### config.mk
export PLATFORM = sky130hd
export DESIGN_NAME = fp32_truncating_adder
export DESIGN_NICKNAME = d
export VERILOG_FILES = /design/src/sv/fp32a_pkg.sv /design/src/sv/fp32a_norm.sv /design/src/sv/fp32_truncating_adder.sv
export SDC_FILE = /design/constraint.sdc
export NUM_CORES = 1
export LEC_CHECK = 0
export BUFFER_PORTS_ARGS = -buffer_cell sky130_fd_sc_hd__clkbuf_2
export CELL_PAD_IN_SITES_DETAIL_PLACEMENT = 1
export CELL_PAD_IN_SITES_GLOBAL_PLACEMENT = 1
export CORE_ASPECT_RATIO = 0.75
export CORE_MARGIN = 1
export CORE_UTILIZATION = 30
export DETAILED_ROUTE_END_ITERATION = 8
export PLACE_DENSITY_LB_ADDON = 0.1
export RECOVER_POWER = 100
export SYNTH_ARGS = -nofsm -noshare
export SYNTH_HDL_FRONTEND = slang
export SYNTH_SLANG_ARGS = --single-unit
### constraint.sdc
create_clock -name clk -period 6 [get_ports clk]
set_input_delay 0.6 -clock clk [delete_from_list [all_inputs] [get_ports clk]]
set_output_delay 0.6 -clock clk [all_outputs]
set_load 0.1 [all_outputs]
### src/sv/fp32a_pkg.sv
package fp32a_pkg;
  localparam int FracBits = 23;
  localparam int ExpBits  = 8;
  localparam int SigBits  = FracBits + 1;
  localparam int SumBits  = SigBits + 1;
  localparam int PosBits  = 5;

  typedef logic [ExpBits-1:0] exp_t;
  typedef logic [SigBits-1:0] sig_t;
  typedef logic [SumBits-1:0] mag_t;

  // position of the highest set bit, magnitude known nonzero
  function automatic logic [PosBits-1:0] lead_one(input mag_t m);
    logic [PosBits-1:0] p;
    p = '0;
    for (int i = 0; i < SumBits; i++) begin
      if (m[i]) p = PosBits'(i);
    end
    return p;
  endfunction
endpackage

### src/sv/fp32a_norm.sv
module fp32a_norm
  import fp32a_pkg::*;
(
  input  mag_t                mag,
  input  logic [PosBits-1:0]  pos,
  output logic [FracBits-1:0] frac
);
  mag_t sh;

  // magnitude is at most 25 bits, so only bit 24 ever needs a right shift
  always_comb begin
    if (pos > PosBits'(FracBits)) sh = mag >> 1;
    else sh = mag << (PosBits'(FracBits) - pos);
    frac = sh[FracBits-1:0];
  end
endmodule

### src/sv/fp32_truncating_adder.sv
// channel | dir | tdata fields (low bit up)
// s_axis  | in  | operand_a [31:0], operand_b [63:32]
// m_axis  | out | sum_bits [31:0]
// four register stages: align, add, leading-one count, normalize
// one transfer per cycle sustained while m_axis_tready stays high
// rst clears the stage valid bits only
// a stall holds every full stage in place; a bubble is filled as items advance
module fp32_truncating_adder
  import fp32a_pkg::*;
(
  input  logic        clk,
  input  logic        rst,
  input  logic        s_axis_tvalid,
  output logic        s_axis_tready,
  input  logic [63:0] s_axis_tdata,   // operand_a, operand_b
  output logic        m_axis_tvalid,
  input  logic        m_axis_tready,
  output logic [31:0] m_axis_tdata    // sum_bits
);
  logic [3:0] vld;
  logic [3:0] adv;

  exp_t big1, big2, big3;
  sig_t sa1, sb1;
  logic na1, nb1;
  logic [SumBits:0] sum2;
  mag_t mag3;
  logic sign3, zero3;
  logic [PosBits-1:0] pos3;
  logic [31:0] res4;

  assign adv[3] = !vld[3] || m_axis_tready;
  assign adv[2] = !vld[2] || adv[3];
  assign adv[1] = !vld[1] || adv[2];
  assign adv[0] = !vld[0] || adv[1];
  assign s_axis_tready = adv[0];
  assign m_axis_tvalid = vld[3];
  assign m_axis_tdata  = res4;

  always_ff @(posedge clk) begin
    if (rst) vld <= '0;
    else begin
      if (adv[0]) vld[0] <= s_axis_tvalid;
      if (adv[1]) vld[1] <= vld[0];
      if (adv[2]) vld[2] <= vld[1];
      if (adv[3]) vld[3] <= vld[2];
    end
  end

  logic [31:0] a, b;
  exp_t ea, eb, bg, da, db;
  sig_t ga, gb;
  assign a  = s_axis_tdata[31:0];
  assign b  = s_axis_tdata[63:32];
  assign ea = a[30:23];
  assign eb = b[30:23];
  assign bg = (ea > eb) ? ea : eb;
  assign da = bg - ea;
  assign db = bg - eb;
  assign ga = (da >= ExpBits'(SigBits)) ? '0 : ({1'b1, a[22:0]} >> da);
  assign gb = (db >= ExpBits'(SigBits)) ? '0 : ({1'b1, b[22:0]} >> db);

  always_ff @(posedge clk) begin
    if (adv[0]) begin
      big1 <= bg; sa1 <= ga; sb1 <= gb; na1 <= a[31]; nb1 <= b[31];
    end
  end

  logic [SumBits:0] xa, xb;
  assign xa = na1 ? -{2'b0, sa1} : {2'b0, sa1};
  assign xb = nb1 ? -{2'b0, sb1} : {2'b0, sb1};

  always_ff @(posedge clk) begin
    if (adv[1]) begin
      sum2 <= xa + xb; big2 <= big1;
    end
  end

  logic [SumBits:0] abs2;
  assign abs2 = sum2[SumBits] ? -sum2 : sum2;

  always_ff @(posedge clk) begin
    if (adv[2]) begin
      mag3  <= abs2[SumBits-1:0];
      sign3 <= sum2[SumBits];
      zero3 <= (sum2 == '0);
      pos3  <= lead_one(abs2[SumBits-1:0]);
      big3  <= big2;
    end
  end

  logic [FracBits-1:0] frac3;
  exp_t exp3;
  fp32a_norm u_norm (.mag(mag3), .pos(pos3), .frac(frac3));
  // exponent wraps modulo 256
  assign exp3 = big3 + ExpBits'(pos3) - ExpBits'(FracBits);

  always_ff @(posedge clk) begin
    if (adv[3]) res4 <= zero3 ? '0 : {sign3, exp3, frac3};
  end
endmodule

==> run summary, run 1 <==
Top FF cell, synth - edfxtp_1
Slew Limit Headroom - -118%
cts hold-fix bufs - 0
DRC violations left - 0
die area - 43800 um2
Synth Net Count - 1491
top cells by area, synth - edfxtp_1 (38%), mux2i_1 (7.1%), ha_1 (6.0%), xnor2_1 (5.2%), nand2_1 (4.8%)
CTS clk-pin slew, worst paths - 0.07 ns
R2R cell count - 15
worst r2r src - sa1[7]
final RePlAce weighted congestion - 0.827
Unique masters post-synth - 79
CTS buffer count - 17
dpl hpwl - 30000 um
total gr overflow - 0
Hold Crit Start - s_axis_tdata[31]
status - complete, but fails checks
Startpoint Class - input port
Critical Path End Type - flop
largest net degree at the start of global routing - 59
net switching power of the design - 0.00386 W
Inst Count DP - 1981
Final setup viols - 0
hold worst-path end - na1
Synth async-reset ratio - 0%
Clock Skew - 0.00942 ns
first-pass GRT wire length - 59100 um
PortBufs - 101
Die Height - 181 um
hold_ws - 0.323 ns
Syn-to-layout area delta - 12.6%
CTS tree - done
total internal power - 0.00409 W
Setup CP Type - in -> reg
number of global-route vias before repair - 10266
number of H-tree levels - 4
total leakage power - 6.07 nW
sequential share of power - 26.3%
final worst path period share - 86.4%
Clock power frac - 15.1%
# resized after CTS - 0
crit path time final - 5.19 ns
area share of the largest cell type after synthesis - 38.0%
Post-synth EDFFs - 163
HP Class - in -> reg
vias post-DR - 10425
DR vias/cell - 5.18
clock root cell - clkbuf_16
Tightest Pin Transition - 3.26 ns
initial antenna violation count - 1
Crit Reg-Reg Endpoint - sum2[25]
required time at the worst-slack endpoint - 6.27 ns
post-CTS setup buffers - 0
post-route insts no fill - 2013
layout cell share with drive strength beyond 1 - 10.8%
diodes inserted - 0
power consumption - 0.00795 W
Total Neg Setup Slack - 0 ns
die width - 241 um
Crit path arrival time - 5.46 ns
RSZ-0062 raised after global routing - false
Avg WL per Cell - 18.5 um
Core Footprint - 42200 um2
CP max FO - 20
clock sink count - 167
Sw Share - 48.5%
flop-to-flop setup slack - 1.27 ns
DRT Wirelength - 37300 um
num rows - 65
Max Freq - 0.193 GHz
GR met2 Demand/Resource - 25.4%
clk_lat worst skew - 0.45 ns
grt met3 use - 2.63%
Pwr Density - 549 nW/um2
Initial DRT Pass Iterations - 5
num ports - 102
peak supply drop - 0.000365 V
Comb power frac - 58.6%
max-slew violation count - 205
hold depth - 1
Synthesis Warnings - 0
GR Layer Usage met1 - 26.4%
DR iter-0 viols - 601
Final Hold Viols - 0
failing checks - max-capacitance violations, max-slew violations
cell taking the most area after synthesis - edfxtp_1
#FFs+latches synth - 167
Top Usage Layer GRT - met1
Syn Area/Cell - 9.49 um2
GRT Overall Usage - 17.3%
Clock Path Buffers - 2
Netlist Area Pre-Place - 12900 um2
Max Cap Viol - 5
initial core utilization - 30.5%
Final ANT Viol Nets - 0
sequential element share of the synthesized area - 38.6%
# nets final - 1565
Cells after Synth - 1357
-- cells in the final DEF, fill, tap and decap left out, drive strengths merged, types with 25 or more instances in the layout --
cell type	synthesis	layout
nand2	166	166
edfxtp	163	163
nor2	126	126
clkbuf	57	126
mux2i	91	91
o21ai	91	91
xnor2	76	76
a21oi	64	64
inv	59	63
ha	62	62
nor3	33	33
o31ai	27	27
o211ai	25	25
-- registers in the layout (all words and copies together), names as in the netlist --
signal / flops
big1: 8
sa1: 24
zero3: 1
m_axis_tdata: 32
mag3: 24
big2: 8
sb1: 24
na1: 1
pos3: 5
sign3: 1
big3: 8
vld: 4
sum2: 26
nb1: 1
-- critical path, cell delays in order --
cell	delay [ns]
clkbuf_1	0.18
inv_1	0.11
ha_1	0.28
and3_1	0.18
a221o_1	0.30
a221oi_1	0.30
a31oi_1	0.07
clkbuf_1	0.35
o21ai_0	0.46
ha_1	0.38
nor2b_1	0.17
o21a_1	0.20
o21a_1	0.20
o21ai_0	0.24
a22oi_1	0.17
a311oi_1	0.61
nand3_1	0.16
buf_4	0.23
nor3_1	0.27
-- worst max path at each step --
stage	to	from	slack (ns)
final	sb1[20]	s_axis_tdata[56]	0.81
after detailed placement	sb1[8]	s_axis_tdata[56]	0.73
after CTS	sb1[8]	s_axis_tdata[56]	1.19
after global routing	sb1[8]	s_axis_tdata[56]	0.40
after floorplan	sa1[10]	s_axis_tdata[57]	1.22
after global placement	sb1[8]	s_axis_tdata[56]	0.95
-- power groups by stage --
stage | Sequential (W) | Clock [W] | Combinational, W
after CTS | 0.00210 | 0.00124 | 0.00475
after global placement | 0.00212 | 0 | 0.00471
after global routing | 0.00214 | 0.00127 | 0.00513
after detailed placement | 0.00213 | 0 | 0.00474
final | 0.00209 | 0.00120 | 0.00466
after floorplan | 0.00266 | 0 | 0.00305
-- stage by stage --
stage	instance area, um2	utilization [%]	worst slack (ns)
6_report	14500	34.4	0.813
2_1_floorplan	12900	-	1.22
3_3_place_gp	14000	33.2	0.951
5_1_grt	14500	34.4	0.396
4_1_cts	14600	34.6	1.19
3_5_place_dp	14000	33.2	0.730
-- layout make-up --
cell class | count | area (um2)
Fill cell | 4876 | 27700
Multi-Input combinational cell | 1061 | 7360
Sequential cell | 167 | 4970
Tap cell | 569 | 712
Timing Repair Buffer | 123 | 596
Clock buffer | 17 | 425
Inverter | 61 | 229
Clock inverter | 15 | 198
-- logic make-up after synthesis --
kind of cell    count (synthesis)  share of synthesized area (%)
compound gates                334                           17.1
xor+xnor                       96                           6.53
fa+ha+maj                      66                           6.65
buf+inv                       129                           3.85
flops                         167                           38.6
mux                           121                           11.2
simple gates                  444                           16.1
-- Yosys cell counts (4+ instances only) --
cell and count:
nor2b_1 19, o31a_1 5, o31ai_1 25, or3_1 20
a211oi_1 7, mux2i_1 91, nand2b_1 18, o211ai_1 25
xor2_1 20, nor2_1 126, or2_2 8, a21o_1 23
mux2_2 13, nor3_1 31, mux4_2 17, xnor2_1 76
o22ai_1 9, buf_1 8, a31oi_1 7, a21oi_1 64
nand2_1 166, a22oi_1 14, o21bai_1 4, o21a_1 18
o41ai_1 6, clkbuf_1 56, nor4_1 5, inv_1 59
fa_1 4, nand3_1 20, or4_1 4, and3_1 6
edfxtp_1 163, dfxtp_1 4, o21ai_0 86, ha_1 62
-- layer usage --
metal / vias up / wire [um] / part of all wire [%]
met5: - / 0 / 0
met4: 0 / 410 / 1.1
met3: 29 / 1090 / 2.9
met2: 165 / 16100 / 43
met1: 5067 / 19800 / 53
li1: 5164 / - / -
No activity file was read; power rests on OpenSTA's default activity.
==> run 2: changes to the inputs <==
- CORE_UTILIZATION: 30 -> 45
==> run 2 against run 1 <==
  * Critical path depth fell by 14
  * Combinational power about the same
  * Cell count shrank 9.2%
  * Worst hold slack gained 0.0092 ns
  * Flip-flop and latch count is the same
  * Die area is 33% lower
  * Setup slack better by 0.12 ns
  * The flow still finishes with violations (max-capacitance violations, max-slew violations)
  * Routed wire length shrank 7.8%
  * Count of clock-buffer cells in the layout is 2 higher
==> run summary, run 2 (synthesized netlist as in run 1, its figures left out) <==
CTS tree - done
final RePlAce weighted congestion - 0.847 (+2.5%)
DR iter-0 viols - 577 (-4.0%)
Filler cells - 3239 (-34%)
worst-path cell chain - nor2b_1 > and3_1 > nand2_2 > clkbuf_1 > clkbuf_2
Max stage delay on crit path - 2.43 ns (+1.82 ns)
vias post-DR - 10414 (-0.11%)
Tightest Pin Transition - 3.50 ns (+0.233 ns)
dpl hpwl - 27200 um (-9.4%)
crit path time final - 5.07 ns (-0.119 ns)
final worst path period share - 84.5% (-2.0 points)
max-slew violation count - 206 (+0.49%)
Final setup viols - 0 (unchanged)
Startpoint Class - flop
Clock Path Buffers - 2 (unchanged)
layout cell share with drive strength beyond 1 - 10.9% (+0.15 points)
Clock Skew - 0.0131 ns (+0.00369 ns)
die width - 197 um (-18%)
max reg flops - 32 (unchanged)
DRC violations left - 0 (unchanged)
DRT Wirelength - 34400 um (-7.8%)
Crit path arrival time - 4.47 ns (-0.99 ns)
Max Freq - 0.197 GHz (+2.3%)
initial antenna violation count - 1 (unchanged)
Slew Limit Headroom - -133% (-16 points)
Final Hold Viols - 0 (unchanged)
Avg WL per Cell - 18.8 um (+1.6%)
hold depth - 1 (unchanged)
required time at the worst-slack endpoint - 5.40 ns (-0.87 ns)
failing checks - max-capacitance violations, max-slew violations
GRT Overall Usage - 24.1% (+6.7 points)
PortBufs - 101 (unchanged)
Crit. path cell count - 5 (-14)
num ports - 102 (unchanged)
post-CTS setup buffers - 0 (unchanged)
Max Cap Viol - 5 (unchanged)
diodes inserted - 0 (unchanged)
FF/Latch Area - 4970 um2 (unchanged)
CTS buffer count - 17 (unchanged)
Final ANT Viol Nets - 0 (unchanged)
CP max FO - 59 (+200%)
clk_lat worst skew - 0.44 ns (about the same)
num rows - 53 (-18%)
status - complete, but fails checks
die area - 29300 um2 (-33%)
CP Buf/Inv Count - 2 (-2)
peak supply drop - 0.000264 V (-28%)
number of global-route vias before repair - 10385 (+1.2%)
Die Height - 148 um (-18%)
DR vias/cell - 5.70 (+10%)
CTS clk-pin slew, worst paths - 0.07 ns (about the same)
RSZ-0062 raised after global routing - false
cts hold-fix bufs - 0 (unchanged)
# resized after CTS - 0 (unchanged)
number of H-tree levels - 4 (unchanged)
largest net degree at the start of global routing - 60 (+1.7%)
initial core utilization - 45.9% (+15 points)
# nets final - 1564 (-0.064%)
most frequent cells in the layout - nand2_1 (165), edfxtp_1 (163), nor2_1 (126)
Initial DRT Pass Iterations - 4 (-1)
total leakage power - 6.03 nW (-0.73%)
R2R cell count - 15 (unchanged)
total gr overflow - 0 (unchanged)
Critical Path End Type - primary output
clock sink count - 167 (unchanged)
Slowest-stage cell, CP - clkbuf_1
Syn-to-layout area delta - 10.3%
Setup CP Type - reg -> out
commonest non-fill, non-tap cell in the layout - nand2_1
power consumption - 0.00781 W (-1.9%)
first-pass GRT wire length - 55800 um (-5.6%)
Total Neg Setup Slack - 0 ns (unchanged)
HP Class - in -> reg
clock root cell - clkbuf_16
crit-path leading delay family - buffers and inverters
Core Footprint - 28100 um2 (-34%)
area of the multi-input gates - 7360 um2 (unchanged)
Pwr Density - 550 nW/um2 (+0.18%)
==> run 2: final timing paths <==
path | start | to | slack (ns)
min | s_axis_tdata[63] | nb1 | 0.33
max reg2reg | sa1[9] | sum2[25] | 1.35
min reg2reg | big1[3] | big2[3] | 0.42
max | vld[3] | s_axis_tready | 0.93
==> run 2: power breakdown <==
group,internal [W],switching [W]
registers,0.00178,0.000294
logic,0.00162,0.00303
clock network,0.000584,0.000505
==> run 2: final cells by class <==
class | instances | area share, %
multi-input combinational | 1061 | 51.9
sequential | 167 | 35.0
clock inverter | 13 | 0.943
inverter | 61 | 1.61
timing repair buffer | 122 | 4.12
tap | 385 | 3.39
clock buffer | 19 | 3.05
==> run 2: stage by stage <==
| stage | util (%) | instances | area, um2 | hold slack (ns) | worst slack [ns] |
|---|---|---|---|---|---|
| 3_5_place_dp | 49.0 | 1796 | 13800 | 0.406 | 0.795 |
| 2_1_floorplan | - | 1357 | 12900 | 0.400 | 1.22 |
| 5_1_grt | 50.6 | 1828 | 14200 | 0.321 | 0.580 |
| 3_3_place_gp | 49.0 | 1796 | 13800 | 0.401 | 1.08 |
| 6_report | 50.6 | 1828 | 14200 | 0.332 | 0.932 |
| 4_1_cts | 51.1 | 1828 | 14300 | 0.313 | 1.24 |
==> run 2: metal layers <==
metal | wire length [um] | up-vias | global-route usage, %
met4 | 273 | 0 | 5.19
met1 | 17000 | 5096 | 34.1
met2 | 16000 | 162 | 39.1
met3 | 1080 | 21 | 3.40
met5 | 0 | - | 0
li1 | - | 5135 | -
